--- config.mk ---
export PLATFORM = sky130hd
export DESIGN_NAME = rotor_cipher_machine_unit
export DESIGN_NICKNAME = d
export VERILOG_FILES = /design/src/hdl/rcm_pkg.sv /design/src/hdl/rcm_ram.sv /design/src/hdl/rcm_fifo.sv /design/src/hdl/rcm_front.sv /design/src/hdl/rcm_back.sv /design/src/hdl/rotor_cipher_machine_unit.sv
export SDC_FILE = /design/constraint.sdc
export NUM_CORES = 2
export LEC_CHECK = 0
export BUFFER_PORTS_ARGS = -buffer_cell sky130_fd_sc_hd__buf_2
export CAP_MARGIN = 20
export CORE_MARGIN = 2
export CORE_UTILIZATION = 45
export CTS_CLUSTER_SIZE = 14
export DETAILED_ROUTE_END_ITERATION = 12
export PLACE_DENSITY = 0.73
export SKIP_LAST_GASP = 1
export SYNTH_ARGS = -nofsm -noshare
export SYNTH_HDL_FRONTEND = slang
export SYNTH_HIERARCHICAL = 1
export SYNTH_SLANG_ARGS = --single-unit
--- constraint.sdc ---
create_clock -name clk -period 11.1 [get_ports clk]
set_input_delay 3.33 -clock clk [delete_from_list [all_inputs] [get_ports clk]]
set_output_delay 3.33 -clock clk [all_outputs]
set_load 0.03 [all_outputs]
--- src/hdl/rcm_pkg.sv ---
package rcm_pkg;

    localparam int LETTERS     = 26;
    localparam int LETTER_W    = 5;
    localparam int TYPE_W      = 3;
    localparam int ACTION_W    = 2;
    localparam int CFG_INDEX_W = 3;
    localparam int CFG_DATA_W  = 5;
    localparam int ROTOR_TYPES = 8;

    // Letter path stages behind the middle queue: plugboard in, three forward rotors
    // (the reflector rides with the left one), three inverse rotors with plugboard out.
    localparam int PIPE_STAGES = 7;

    localparam int MID_DEPTH_DEF = 4;
    localparam int OUT_DEPTH_DEF = 16;

    localparam logic [LETTER_W-1:0] LAST_LETTER = 5'd25;

    localparam logic [ACTION_W-1:0] ACT_ENCODE = 2'd0;
    localparam logic [ACTION_W-1:0] ACT_LOAD   = 2'd1;
    localparam logic [ACTION_W-1:0] ACT_PLUG   = 2'd2;

    localparam logic [CFG_INDEX_W-1:0] CFG_RIGHT_TYPE  = 3'd0;
    localparam logic [CFG_INDEX_W-1:0] CFG_MIDDLE_TYPE = 3'd1;
    localparam logic [CFG_INDEX_W-1:0] CFG_LEFT_TYPE   = 3'd2;
    localparam logic [CFG_INDEX_W-1:0] CFG_RIGHT_RING  = 3'd3;
    localparam logic [CFG_INDEX_W-1:0] CFG_MIDDLE_RING = 3'd4;
    localparam logic [CFG_INDEX_W-1:0] CFG_LEFT_RING   = 3'd5;

    localparam logic [TYPE_W-1:0] ROTOR_I   = 3'd0;
    localparam logic [TYPE_W-1:0] ROTOR_II  = 3'd1;
    localparam logic [TYPE_W-1:0] ROTOR_III = 3'd2;
    localparam logic [TYPE_W-1:0] ROTOR_IV  = 3'd3;
    localparam logic [TYPE_W-1:0] ROTOR_V   = 3'd4;

    localparam logic [LETTER_W-1:0] KNOCK_I     = 5'd17;
    localparam logic [LETTER_W-1:0] KNOCK_II    = 5'd5;
    localparam logic [LETTER_W-1:0] KNOCK_III   = 5'd22;
    localparam logic [LETTER_W-1:0] KNOCK_IV    = 5'd10;
    localparam logic [LETTER_W-1:0] KNOCK_V     = 5'd0;
    localparam logic [LETTER_W-1:0] KNOCK_EXTRA = 5'd13;

    localparam logic [7:0] ASCII_A = 8'd65;

    // Wirings as ASCII strings, first letter in the top byte.
    localparam logic [8*LETTERS-1:0] WIRING [ROTOR_TYPES] = '{
        "EKMFLGDQVZNTOWYHXUSPAIBRCJ",
        "AJDKSIRUXBLHWTMCQGZNPYFVOE",
        "BDFHJLCPRTXVZNYEIWGAKMUSQO",
        "ESOVPZJAYQUIRHXLNFTGKDCMWB",
        "VZBRGITYUPSDNHLXAWMJQOFECK",
        "JPGVOUMFYQBENHZRDKASXLICTW",
        "NZJHGRCXMYSWBOUFAIVLPEKQDT",
        "FKQHTLXOCBJSPDZRAMEWNIUYGV"
    };

    localparam logic [8*LETTERS-1:0] REFLECTOR_B = "YRUHQSLDPXNGOKMIEBFZCWVJAT";

    typedef struct packed {
        logic [TYPE_W-1:0]   right_type;
        logic [TYPE_W-1:0]   middle_type;
        logic [TYPE_W-1:0]   left_type;
        logic [LETTER_W-1:0] right_ring;
        logic [LETTER_W-1:0] middle_ring;
        logic [LETTER_W-1:0] left_ring;
    } cfg_t;

    typedef struct packed {
        logic [LETTER_W-1:0] right;
        logic [LETTER_W-1:0] middle;
        logic [LETTER_W-1:0] left;
    } pos_t;

    typedef struct packed {
        logic [ACTION_W-1:0] action;
        logic                plug_write;
        logic [LETTER_W-1:0] letter;
        logic [LETTER_W-1:0] plug_value;
        pos_t                pos;
    } item_t;

    typedef struct packed {
        logic [ACTION_W-1:0] action;
        pos_t                pos;
        logic [LETTER_W-1:0] n;
    } stage_t;

    typedef struct packed {
        logic [LETTER_W-1:0] cipher;
        pos_t                pos;
    } result_t;

    function automatic logic [LETTER_W-1:0] fold26(input logic [LETTER_W-1:0] x);
        return (x >= LETTER_W'(LETTERS)) ? LETTER_W'(x - LETTER_W'(LETTERS)) : x;
    endfunction

    function automatic logic [LETTER_W-1:0] inc26(input logic [LETTER_W-1:0] x);
        return (x >= LAST_LETTER) ? '0 : LETTER_W'(x + 1'b1);
    endfunction

    function automatic logic [LETTER_W-1:0] add26(input logic [LETTER_W-1:0] a,
                                                  input logic [LETTER_W-1:0] b);
        logic [LETTER_W:0] s;
        s = {1'b0, a} + {1'b0, b};
        if (s >= (LETTER_W+1)'(LETTERS))
            s = s - (LETTER_W+1)'(LETTERS);
        return s[LETTER_W-1:0];
    endfunction

    function automatic logic [LETTER_W-1:0] sub26(input logic [LETTER_W-1:0] a,
                                                  input logic [LETTER_W-1:0] b);
        logic [LETTER_W:0] s;
        s = {1'b0, a} - {1'b0, b};
        if (a < b)
            s = s + (LETTER_W+1)'(LETTERS);
        return s[LETTER_W-1:0];
    endfunction

    function automatic logic [LETTER_W-1:0] wire_fwd(input logic [TYPE_W-1:0] kind,
                                                     input logic [LETTER_W-1:0] x);
        logic [8*LETTERS-1:0] w;
        logic [7:0]           ch;
        w  = WIRING[kind];
        ch = w[8*(LETTERS-1-int'(x)) +: 8];
        return LETTER_W'(ch - ASCII_A);
    endfunction

    // Inverse wiring: 26 parallel compares against the forward table.
    function automatic logic [LETTER_W-1:0] wire_inv(input logic [TYPE_W-1:0] kind,
                                                     input logic [LETTER_W-1:0] x);
        logic [LETTER_W-1:0] r;
        r = '0;
        for (int i = 0; i < LETTERS; i++) begin
            if (wire_fwd(kind, LETTER_W'(i)) == x)
                r = LETTER_W'(i);
        end
        return r;
    endfunction

    function automatic logic [LETTER_W-1:0] reflect(input logic [LETTER_W-1:0] x);
        logic [7:0] ch;
        ch = REFLECTOR_B[8*(LETTERS-1-int'(x)) +: 8];
        return LETTER_W'(ch - ASCII_A);
    endfunction

    function automatic logic [LETTER_W-1:0] rotor_pass(input logic [LETTER_W-1:0] x,
                                                       input logic [LETTER_W-1:0] ring,
                                                       input logic [LETTER_W-1:0] pos,
                                                       input logic [TYPE_W-1:0]   kind,
                                                       input logic                inverse);
        logic [LETTER_W-1:0] c;
        c = sub26(add26(x, pos), ring);
        c = inverse ? wire_inv(kind, c) : wire_fwd(kind, c);
        return add26(sub26(c, pos), ring);
    endfunction

    function automatic logic knock_hit(input logic [TYPE_W-1:0]   kind,
                                       input logic [LETTER_W-1:0] pos);
        logic hit;
        case (kind)
            ROTOR_I:   hit = (pos == KNOCK_I);
            ROTOR_II:  hit = (pos == KNOCK_II);
            ROTOR_III: hit = (pos == KNOCK_III);
            ROTOR_IV:  hit = (pos == KNOCK_IV);
            ROTOR_V:   hit = (pos == KNOCK_V);
            default:   hit = (pos == KNOCK_V) || (pos == KNOCK_EXTRA);
        endcase
        return hit;
    endfunction

endpackage

--- src/hdl/rcm_ram.sv ---
module rcm_ram #(
    parameter int Width = 8,
    parameter int Depth = 32
) (
    input  logic                     clk,
    input  logic                     we,
    input  logic [$clog2(Depth)-1:0] waddr,
    input  logic [Width-1:0]         wdata,
    input  logic [$clog2(Depth)-1:0] raddr_a,
    output logic [Width-1:0]         rdata_a,
    input  logic [$clog2(Depth)-1:0] raddr_b,
    output logic [Width-1:0]         rdata_b
);

    logic [Width-1:0] mem_reg [Depth];

    // Reads return the contents from before a write at the same edge.
    always_ff @(posedge clk)
    begin
        if (we)
        begin
            mem_reg[waddr] <= wdata;
        end
        rdata_a <= mem_reg[raddr_a];
        rdata_b <= mem_reg[raddr_b];
    end

endmodule

--- src/hdl/rcm_fifo.sv ---
module rcm_fifo #(
    parameter int Width = 8,
    parameter int Depth = 4
) (
    input  logic                       clk,
    input  logic                       rst_n,
    input  logic                       push,
    input  logic [Width-1:0]           push_data,
    output logic                       full,
    input  logic                       pop,
    output logic [Width-1:0]           pop_data,
    output logic                       empty,
    output logic [$clog2(Depth+1)-1:0] count
);

    localparam int PtrW = $clog2(Depth);
    localparam int CntW = $clog2(Depth+1);

    logic [Width-1:0] mem_reg [Depth];
    logic [PtrW-1:0]  wr_ptr_reg, wr_ptr_next;
    logic [PtrW-1:0]  rd_ptr_reg, rd_ptr_next;
    logic [CntW-1:0]  count_reg, count_next;
    logic             do_push;
    logic             do_pop;

    assign full     = (count_reg == CntW'(Depth));
    assign empty    = (count_reg == '0);
    assign count    = count_reg;
    assign pop_data = mem_reg[rd_ptr_reg];
    assign do_push  = push && !full;
    assign do_pop   = pop && !empty;

    always_comb
    begin
        wr_ptr_next = wr_ptr_reg;
        rd_ptr_next = rd_ptr_reg;
        count_next  = count_reg;
        if (do_push)
        begin
            wr_ptr_next = (wr_ptr_reg == PtrW'(Depth-1)) ? '0 : PtrW'(wr_ptr_reg + 1'b1);
        end
        if (do_pop)
        begin
            rd_ptr_next = (rd_ptr_reg == PtrW'(Depth-1)) ? '0 : PtrW'(rd_ptr_reg + 1'b1);
        end
        if (do_push && !do_pop)
        begin
            count_next = CntW'(count_reg + 1'b1);
        end
        else if (do_pop && !do_push)
        begin
            count_next = CntW'(count_reg - 1'b1);
        end
    end

    always_ff @(posedge clk or negedge rst_n)
    begin
        if (!rst_n)
        begin
            wr_ptr_reg <= '0;
            rd_ptr_reg <= '0;
            count_reg  <= '0;
        end
        else
        begin
            wr_ptr_reg <= wr_ptr_next;
            rd_ptr_reg <= rd_ptr_next;
            count_reg  <= count_next;
        end
    end

    always_ff @(posedge clk)
    begin
        if (do_push)
        begin
            mem_reg[wr_ptr_reg] <= push_data;
        end
    end

endmodule

--- src/hdl/rcm_front.sv ---
module rcm_front (
    input  logic                                 clk,
    input  logic                                 rst_n,
    input  rcm_pkg::cfg_t                        cfg,
    input  logic                                 accept,
    input  logic [rcm_pkg::ACTION_W-1:0]         action,
    input  logic [rcm_pkg::LETTER_W-1:0]         letter,
    input  logic [rcm_pkg::LETTER_W-1:0]         plug_value,
    input  logic [rcm_pkg::LETTER_W-1:0]         load_right_position,
    input  logic [rcm_pkg::LETTER_W-1:0]         load_middle_position,
    input  logic [rcm_pkg::LETTER_W-1:0]         load_left_position,
    output rcm_pkg::item_t                       item
);

    logic [rcm_pkg::LETTER_W-1:0] right_pos_reg, right_pos_next;
    logic [rcm_pkg::LETTER_W-1:0] middle_pos_reg, middle_pos_next;
    logic [rcm_pkg::LETTER_W-1:0] left_pos_reg, left_pos_next;
    logic                         right_seen_reg, right_seen_next;
    logic                         middle_seen_reg, middle_seen_next;
    logic [rcm_pkg::LETTER_W-1:0] right_stepped;
    logic                         right_knock;
    logic                         middle_knock;

    // The right knock looks at the stepped position, the middle one at the
    // position before this item.
    assign right_stepped = rcm_pkg::inc26(right_pos_reg);
    assign right_knock   = rcm_pkg::knock_hit(cfg.right_type, right_stepped);
    assign middle_knock  = rcm_pkg::knock_hit(cfg.middle_type, middle_pos_reg);

    always_comb
    begin
        right_pos_next   = right_pos_reg;
        middle_pos_next  = middle_pos_reg;
        left_pos_next    = left_pos_reg;
        right_seen_next  = right_seen_reg;
        middle_seen_next = middle_seen_reg;
        case (action)
            rcm_pkg::ACT_ENCODE:
            begin
                right_pos_next = right_stepped;
                if (!right_seen_reg && right_knock)
                begin
                    middle_pos_next = rcm_pkg::inc26(middle_pos_reg);
                end
                if (!middle_seen_reg && middle_knock)
                begin
                    left_pos_next = rcm_pkg::inc26(left_pos_reg);
                end
                right_seen_next  = right_knock;
                middle_seen_next = middle_knock;
            end
            rcm_pkg::ACT_LOAD:
            begin
                right_pos_next   = rcm_pkg::fold26(load_right_position);
                middle_pos_next  = rcm_pkg::fold26(load_middle_position);
                left_pos_next    = rcm_pkg::fold26(load_left_position);
                right_seen_next  = 1'b0;
                middle_seen_next = 1'b0;
            end
            default:
            begin
            end
        endcase
    end

    always_comb
    begin
        item.action     = action;
        item.plug_write = (action == rcm_pkg::ACT_PLUG) &&
                          (letter < rcm_pkg::LETTER_W'(rcm_pkg::LETTERS));
        item.letter     = rcm_pkg::fold26(letter);
        item.plug_value = rcm_pkg::fold26(plug_value);
        item.pos.right  = right_pos_next;
        item.pos.middle = middle_pos_next;
        item.pos.left   = left_pos_next;
    end

    always_ff @(posedge clk or negedge rst_n)
    begin
        if (!rst_n)
        begin
            right_pos_reg   <= '0;
            middle_pos_reg  <= '0;
            left_pos_reg    <= '0;
            right_seen_reg  <= 1'b0;
            middle_seen_reg <= 1'b0;
        end
        else if (accept)
        begin
            right_pos_reg   <= right_pos_next;
            middle_pos_reg  <= middle_pos_next;
            left_pos_reg    <= left_pos_next;
            right_seen_reg  <= right_seen_next;
            middle_seen_reg <= middle_seen_next;
        end
    end

endmodule

--- src/hdl/rcm_back.sv ---
module rcm_back #(
    parameter int OutDepth = rcm_pkg::OUT_DEPTH_DEF
) (
    input  logic                          clk,
    input  logic                          rst_n,
    input  rcm_pkg::cfg_t                 cfg,
    input  logic                          head_valid,
    input  rcm_pkg::item_t                head,
    output logic                          head_pop,
    input  logic [$clog2(OutDepth+1)-1:0] out_count,
    output logic                          res_push,
    output rcm_pkg::result_t              res
);

    localparam int LW   = rcm_pkg::LETTER_W;
    localparam int NS   = rcm_pkg::PIPE_STAGES;
    localparam int SumW = $clog2(OutDepth + NS + 2);

    rcm_pkg::stage_t   pipe_reg [NS];
    rcm_pkg::stage_t   pipe_next [NS];
    logic [NS-1:0]     vld_reg, vld_next;
    logic [rcm_pkg::LETTERS-1:0] plug_valid_reg;

    logic              valid_a_reg, valid_b_reg;
    logic [LW-1:0]     addr_a_reg, addr_b_reg;
    logic [LW-1:0]     ram_a, ram_b;
    logic [LW-1:0]     plug_in, plug_out;
    logic              ram_we;
    logic              hazard;
    logic [SumW-1:0]   used;
    logic              credit_ok;

    // An encode still short of its outgoing plugboard read would see a later
    // plugboard write, so such a write waits at the head of the queue.
    always_comb
    begin
        hazard = 1'b0;
        for (int k = 0; k < NS - 2; k++)
        begin
            if (vld_reg[k] && (pipe_reg[k].action == rcm_pkg::ACT_ENCODE))
                hazard = 1'b1;
        end
    end

    // Every item in the pipeline holds a reserved slot in the result queue.
    assign used      = SumW'(out_count) + SumW'($countones(vld_reg));
    assign credit_ok = (used < SumW'(OutDepth));
    assign head_pop  = head_valid && credit_ok && !(head.plug_write && hazard);
    assign ram_we    = head_pop && head.plug_write;

    rcm_ram #(
        .Width (LW),
        .Depth (rcm_pkg::LETTERS)
    ) u_plug_ram (
        .clk     (clk),
        .we      (ram_we),
        .waddr   (head.letter),
        .wdata   (head.plug_value),
        .raddr_a (head.letter),
        .rdata_a (ram_a),
        .raddr_b (pipe_next[NS-1].n),
        .rdata_b (ram_b)
    );

    // Entries never written read as themselves.
    assign plug_in  = valid_a_reg ? ram_a : addr_a_reg;
    assign plug_out = valid_b_reg ? ram_b : addr_b_reg;

    always_comb
    begin
        pipe_next[0].action = head.action;
        pipe_next[0].pos    = head.pos;
        pipe_next[0].n      = head.letter;
        for (int k = 1; k < NS; k++)
        begin
            pipe_next[k] = pipe_reg[k-1];
        end
        pipe_next[1].n = rcm_pkg::rotor_pass(plug_in, cfg.right_ring,
                                             pipe_reg[0].pos.right, cfg.right_type, 1'b0);
        pipe_next[2].n = rcm_pkg::rotor_pass(pipe_reg[1].n, cfg.middle_ring,
                                             pipe_reg[1].pos.middle, cfg.middle_type, 1'b0);
        pipe_next[3].n = rcm_pkg::reflect(
                             rcm_pkg::rotor_pass(pipe_reg[2].n, cfg.left_ring,
                                                 pipe_reg[2].pos.left, cfg.left_type, 1'b0));
        pipe_next[4].n = rcm_pkg::rotor_pass(pipe_reg[3].n, cfg.left_ring,
                                             pipe_reg[3].pos.left, cfg.left_type, 1'b1);
        pipe_next[5].n = rcm_pkg::rotor_pass(pipe_reg[4].n, cfg.middle_ring,
                                             pipe_reg[4].pos.middle, cfg.middle_type, 1'b1);
        pipe_next[6].n = rcm_pkg::rotor_pass(pipe_reg[5].n, cfg.right_ring,
                                             pipe_reg[5].pos.right, cfg.right_type, 1'b1);
        vld_next = {vld_reg[NS-2:0], head_pop};
    end

    assign res_push   = vld_reg[NS-1];
    assign res.pos    = pipe_reg[NS-1].pos;
    assign res.cipher = (pipe_reg[NS-1].action == rcm_pkg::ACT_ENCODE) ? plug_out : '0;

    always_ff @(posedge clk or negedge rst_n)
    begin
        if (!rst_n)
        begin
            vld_reg        <= '0;
            plug_valid_reg <= '0;
        end
        else
        begin
            vld_reg <= vld_next;
            if (ram_we)
            begin
                plug_valid_reg[head.letter] <= 1'b1;
            end
        end
    end

    always_ff @(posedge clk)
    begin
        for (int k = 0; k < NS; k++)
        begin
            pipe_reg[k] <= pipe_next[k];
        end
        valid_a_reg <= plug_valid_reg[head.letter];
        addr_a_reg  <= head.letter;
        valid_b_reg <= plug_valid_reg[pipe_next[NS-1].n];
        addr_b_reg  <= pipe_next[NS-1].n;
    end

endmodule

--- src/hdl/rotor_cipher_machine_unit.sv ---
// Channel   Handshake                   Payload
// -------   -------------------------   ---------------------------------------------
// input     push / full                 action, letter, plug_value, load_*_position
// result    empty / pop                 cipher_letter, right/middle/left_position_now
// config    cfg_valid / cfg_ready       cfg_index, cfg_data
//
// One item per cycle sustained for encodes and loads while results are popped. An item
// is taken into the middle queue and then passes the letter pipeline stages before its
// result is written to the result queue, whose head drives the result ports. A plugboard
// write waits at the queue head while an encode is still short of its outgoing plugboard
// read.
// Reset clears rotor state, queues and the plugboard valid bits; no clearing pass.
// full rises only when the middle queue fills, which happens once the result queue
// has no room for what the pipeline holds or while plugboard writes wait on encodes.
module rotor_cipher_machine_unit #(
    parameter int MidDepth = rcm_pkg::MID_DEPTH_DEF,
    parameter int OutDepth = rcm_pkg::OUT_DEPTH_DEF
) (
    input  logic                                clk,
    input  logic                                rst_n,
    input  logic                                push,
    output logic                                full,
    input  logic [rcm_pkg::ACTION_W-1:0]        action,
    input  logic [rcm_pkg::LETTER_W-1:0]        letter,
    input  logic [rcm_pkg::LETTER_W-1:0]        plug_value,
    input  logic [rcm_pkg::LETTER_W-1:0]        load_right_position,
    input  logic [rcm_pkg::LETTER_W-1:0]        load_middle_position,
    input  logic [rcm_pkg::LETTER_W-1:0]        load_left_position,
    output logic                                empty,
    input  logic                                pop,
    output logic [rcm_pkg::LETTER_W-1:0]        cipher_letter,
    output logic [rcm_pkg::LETTER_W-1:0]        right_position_now,
    output logic [rcm_pkg::LETTER_W-1:0]        middle_position_now,
    output logic [rcm_pkg::LETTER_W-1:0]        left_position_now,
    input  logic                                cfg_valid,
    output logic                                cfg_ready,
    input  logic [rcm_pkg::CFG_INDEX_W-1:0]     cfg_index,
    input  logic [rcm_pkg::CFG_DATA_W-1:0]      cfg_data
);

    rcm_pkg::cfg_t    cfg_reg, cfg_next;
    rcm_pkg::item_t   front_item;
    rcm_pkg::item_t   head_item;
    rcm_pkg::result_t res_item;
    rcm_pkg::result_t out_item;
    logic             in_accept;
    logic             mid_empty;
    logic             mid_pop;
    logic             res_push;
    logic             out_full;
    logic [$clog2(OutDepth+1)-1:0] out_count;

    assign cfg_ready = 1'b1;
    assign in_accept = push && !full;

    always_comb
    begin
        cfg_next = cfg_reg;
        if (cfg_valid)
        begin
            case (cfg_index)
                rcm_pkg::CFG_RIGHT_TYPE:  cfg_next.right_type  = cfg_data[rcm_pkg::TYPE_W-1:0];
                rcm_pkg::CFG_MIDDLE_TYPE: cfg_next.middle_type = cfg_data[rcm_pkg::TYPE_W-1:0];
                rcm_pkg::CFG_LEFT_TYPE:   cfg_next.left_type   = cfg_data[rcm_pkg::TYPE_W-1:0];
                rcm_pkg::CFG_RIGHT_RING:  cfg_next.right_ring  = rcm_pkg::fold26(cfg_data);
                rcm_pkg::CFG_MIDDLE_RING: cfg_next.middle_ring = rcm_pkg::fold26(cfg_data);
                rcm_pkg::CFG_LEFT_RING:   cfg_next.left_ring   = rcm_pkg::fold26(cfg_data);
                default:
                begin
                end
            endcase
        end
    end

    always_ff @(posedge clk or negedge rst_n)
    begin
        if (!rst_n)
        begin
            cfg_reg.right_type  <= rcm_pkg::ROTOR_III;
            cfg_reg.middle_type <= rcm_pkg::ROTOR_II;
            cfg_reg.left_type   <= rcm_pkg::ROTOR_I;
            cfg_reg.right_ring  <= '0;
            cfg_reg.middle_ring <= '0;
            cfg_reg.left_ring   <= '0;
        end
        else
        begin
            cfg_reg <= cfg_next;
        end
    end

    rcm_front u_front (
        .clk                  (clk),
        .rst_n                (rst_n),
        .cfg                  (cfg_reg),
        .accept               (in_accept),
        .action               (action),
        .letter               (letter),
        .plug_value           (plug_value),
        .load_right_position  (load_right_position),
        .load_middle_position (load_middle_position),
        .load_left_position   (load_left_position),
        .item                 (front_item)
    );

    rcm_fifo #(
        .Width ($bits(rcm_pkg::item_t)),
        .Depth (MidDepth)
    ) u_mid_fifo (
        .clk       (clk),
        .rst_n     (rst_n),
        .push      (push),
        .push_data (front_item),
        .full      (full),
        .pop       (mid_pop),
        .pop_data  (head_item),
        .empty     (mid_empty),
        .count     ()
    );

    rcm_back #(
        .OutDepth (OutDepth)
    ) u_back (
        .clk        (clk),
        .rst_n      (rst_n),
        .cfg        (cfg_reg),
        .head_valid (!mid_empty),
        .head       (head_item),
        .head_pop   (mid_pop),
        .out_count  (out_count),
        .res_push   (res_push),
        .res        (res_item)
    );

    rcm_fifo #(
        .Width ($bits(rcm_pkg::result_t)),
        .Depth (OutDepth)
    ) u_out_fifo (
        .clk       (clk),
        .rst_n     (rst_n),
        .push      (res_push),
        .push_data (res_item),
        .full      (out_full),
        .pop       (pop),
        .pop_data  (out_item),
        .empty     (empty),
        .count     (out_count)
    );

    assign cipher_letter       = out_item.cipher;
    assign right_position_now  = out_item.pos.right;
    assign middle_position_now = out_item.pos.middle;
    assign left_position_now   = out_item.pos.left;

`ifndef SYNTH
    // The reservation scheme must never let a finished item meet a full result queue.
    assert property (@(posedge clk) disable iff (!rst_n) res_push |-> !out_full)
        else $error("result queue overflow");

    assert property (@(posedge clk) disable iff (!rst_n) mid_pop |-> !mid_empty)
        else $error("back end took an item from an empty queue");

    assert property (@(posedge clk) disable iff (!rst_n)
        !empty |-> (cipher_letter < rcm_pkg::LETTER_W'(rcm_pkg::LETTERS)) &&
                   (right_position_now < rcm_pkg::LETTER_W'(rcm_pkg::LETTERS)) &&
                   (middle_position_now < rcm_pkg::LETTER_W'(rcm_pkg::LETTERS)) &&
                   (left_position_now < rcm_pkg::LETTER_W'(rcm_pkg::LETTERS)))
        else $error("result letter out of range");
`endif

endmodule

==> results.ini <==
[cts]
ctsRootBufferMaster=clkbuf_16
cts_tree=built
cts.clk_slew.worst_paths_ns=0.06
htreeDepth=3
clk_latency_ns=0.65
cts.sinks=822
cts_buffers=81
clockBufferDepth=3

[synth]
netlist_area_um2=56400
synth-seq-cells=822
yosysWarnings=6
synth_edf_count=562
synth.area.top_cells=edfxtp_1 (30%), mux4_2 (6.9%), ha_1 (6.7%)
synth_ff_type=edfxtp_1
synthCells=5355
ys_top_cells_by_count=edfxtp_1 (562), xnor2_1 (422), nand2_1 (388)
yosysTopAreaCell=edfxtp_1
seq_area_frac_synth=0.400
post_synth.cell_area_avg_um2=10.5
synthDistinctLibCells=145
yosysMostFrequentCell=edfxtp_1
yosysTopAreaCellShare=0.299
ys_async_sr_fraction=0.114
syn-num-nets=5731

[routing]
drtPass1Iterations=9
highest_layer=met5
antenna_left=0
drc=0
routed_via_density=6.20
via_count=43500
wl_met2_um=71700
met1_length_um=66600
routed_wl_um=159000
wl_per_cell_um=22.7
dr.first_iter.drc_count=5411
met3_length_um=15200

[min_path]
worstHoldEndpoint=u_back/pipe_reg[5][6]
min_from=u_back/pipe_reg[4][6]
hold_class=flip-flop to flip-flop
worstHoldPathCells=0

[critical_path]
cp_max_fo=11
cp.arrival_ns=10.96
path_class=flip-flop to flip-flop
end_kind=flip-flop
critPathLaunchType=flip-flop
reg2reg_to=u_back/pipe_reg[3][4]
cp_slowest_cell=fa_1
r2r_cells=52
crit_required_ns=11.63
timing.rr.start=u_back/pipe_reg[2][5]
max_stage_delay_ns=0.63
rrSetupSlack_ns=0.67
crit_path_frequent_cell=inv_1

[final_layout]
final_area_um2=61000
drive_gt1_frac=0.140
nets=5684
area_growth_pct=8.24
largest_reg_flops=320

[placement]
place_area_um2=58200
detailed_place_hpwl_um=110000
place_congestion=1.01
place_ws_ns=-0.0829
io_buffer_count=61

[sta]
fin_crit_ns=10.43
finalHoldViolations=0
finalSetupViolations=0
worst_pin_slew_ns=1.16
max_freq_mhz=95.9
slew_viol_final=0
fin_ws_ns=0.669
period_share=0.940
slew_headroom=0.221
clock_skew_ns=0.0199

[grt]
antenna_found_initial=5
grt_overflow=0
grt_pass1_vias=41400
grt_pass1_wl_um=244000
grt_max_degree=69
grt_usage=0.242

[die]
start_util=0.455
die_area_um2=128000
die_height_um=358
fp-row-count=129
io_pins=63
die_w_um=358
fp.coreArea_um2=124000

[outcome]
status=completed

[flow_run]
max-cap-violations=0

[metrics by stage]
stage                     hold slack (ns)  instances  setup TNS, ns   util
final                               0.318       7015              0  0.492
after global routing                0.325       7014         -0.220  0.492
after CTS                           0.321       7008              0  0.491
after detailed placement            0.312       6856         -0.146  0.470
after global placement              0.310       6853              0  0.470
after floorplan                     0.310       5355              0      -
[final cells by class]
type                    instances  area, um^2
diodes                          1        2.50
well taps                    1637        2050
multi-input cells            3906       31300
clock buffers                 114        2290
flip-flops and latches        822       22600
clock inverters                38         320
fillers                     11000       62900
inverters                     294        1100
repair buffers                203        1430
[critical path, delay by kind of cell (launching register included)]
kind / cells / cell delay, ns
AO/OA/AOI/OAI: 15 / 2.52
flip-flops: 1 / 0.38
multiplexers: 1 / 0.28
buffers and inverters: 11 / 1.18
XOR/XNOR: 8 / 1.61
adder cells (fa/ha/maj): 10 / 3.15
AND/OR/NAND/NOR: 7 / 1.14
[worst max-delay path by stage]
stage | from | to | cells after the start
after floorplan | u_back/pipe_reg[2][5] | u_back/pipe_reg[3][4] | 51
after global placement | u_back/pipe_reg[2][5] | u_back/pipe_reg[3][4] | 48
after detailed placement | u_back/pipe_reg[2][5] | u_back/pipe_reg[3][4] | 48
after CTS | u_back/pipe_reg[2][5] | u_back/pipe_reg[3][4] | 48
after global routing | u_back/pipe_reg[2][5] | u_back/pipe_reg[3][3] | 51
final | u_back/pipe_reg[2][5] | u_back/pipe_reg[3][4] | 52
[metal layers]
metal,GRT usage,up-vias
met1,0.337,21100
li1,-,19700
met5,0,-
met3,0.0479,458
met4,0.0788,2
met2,0.379,2244
[cell families (layout without fill, tap and decap cells)]
| group | Yosys count | after routing | share of synthesized area |
|---|---|---|---|
| muxes | 373 | 373 | 0.107 |
| other | 1 | 2 | 0.0000665 |
| adders and majority gates | 336 | 336 | 0.0790 |
| and+or+nand+nor | 1425 | 1425 | 0.124 |
| xor gates and xnor gates | 597 | 597 | 0.0950 |
| AOI/OAI and AO/OA | 1174 | 1174 | 0.146 |
| buffers and inverters | 627 | 649 | 0.0499 |
| DFF | 822 | 822 | 0.400 |
[cell usage in the layout, fill, tap and decap left out, types with 86 or more instances in the layout]
master    instances
ha_1            299
mux4_2          173
a21o_1           91
buf_4           135
inv_1           276
xor2_1          157
edfxtp_1        562
nand2_1         388
xnor2_1         420
dfxtp_1         166
nor3_1          127
mux2i_1         110
nand3_1         148
o21ai_0         212
nor2_1          371
a21oi_1         253
dfrtp_1          86
[repair_timing]
| item | CTS | global route |
|---|---|---|
| hold buffers | 0 | 0 |
| hold endpoints to repair | 0 | 0 |
| gates resized for setup | 1 | 21 |
| pin swaps | 0 | 2 |
| cloned | 0 | 0 |
| endpoints found under the setup margin | 3 | 10 |
| buffers inserted | 0 | 5 |
Power is left out: the tool's default activity adds up to more than one toggle a clock period on the data nets, which glitch-free logic cannot reach.
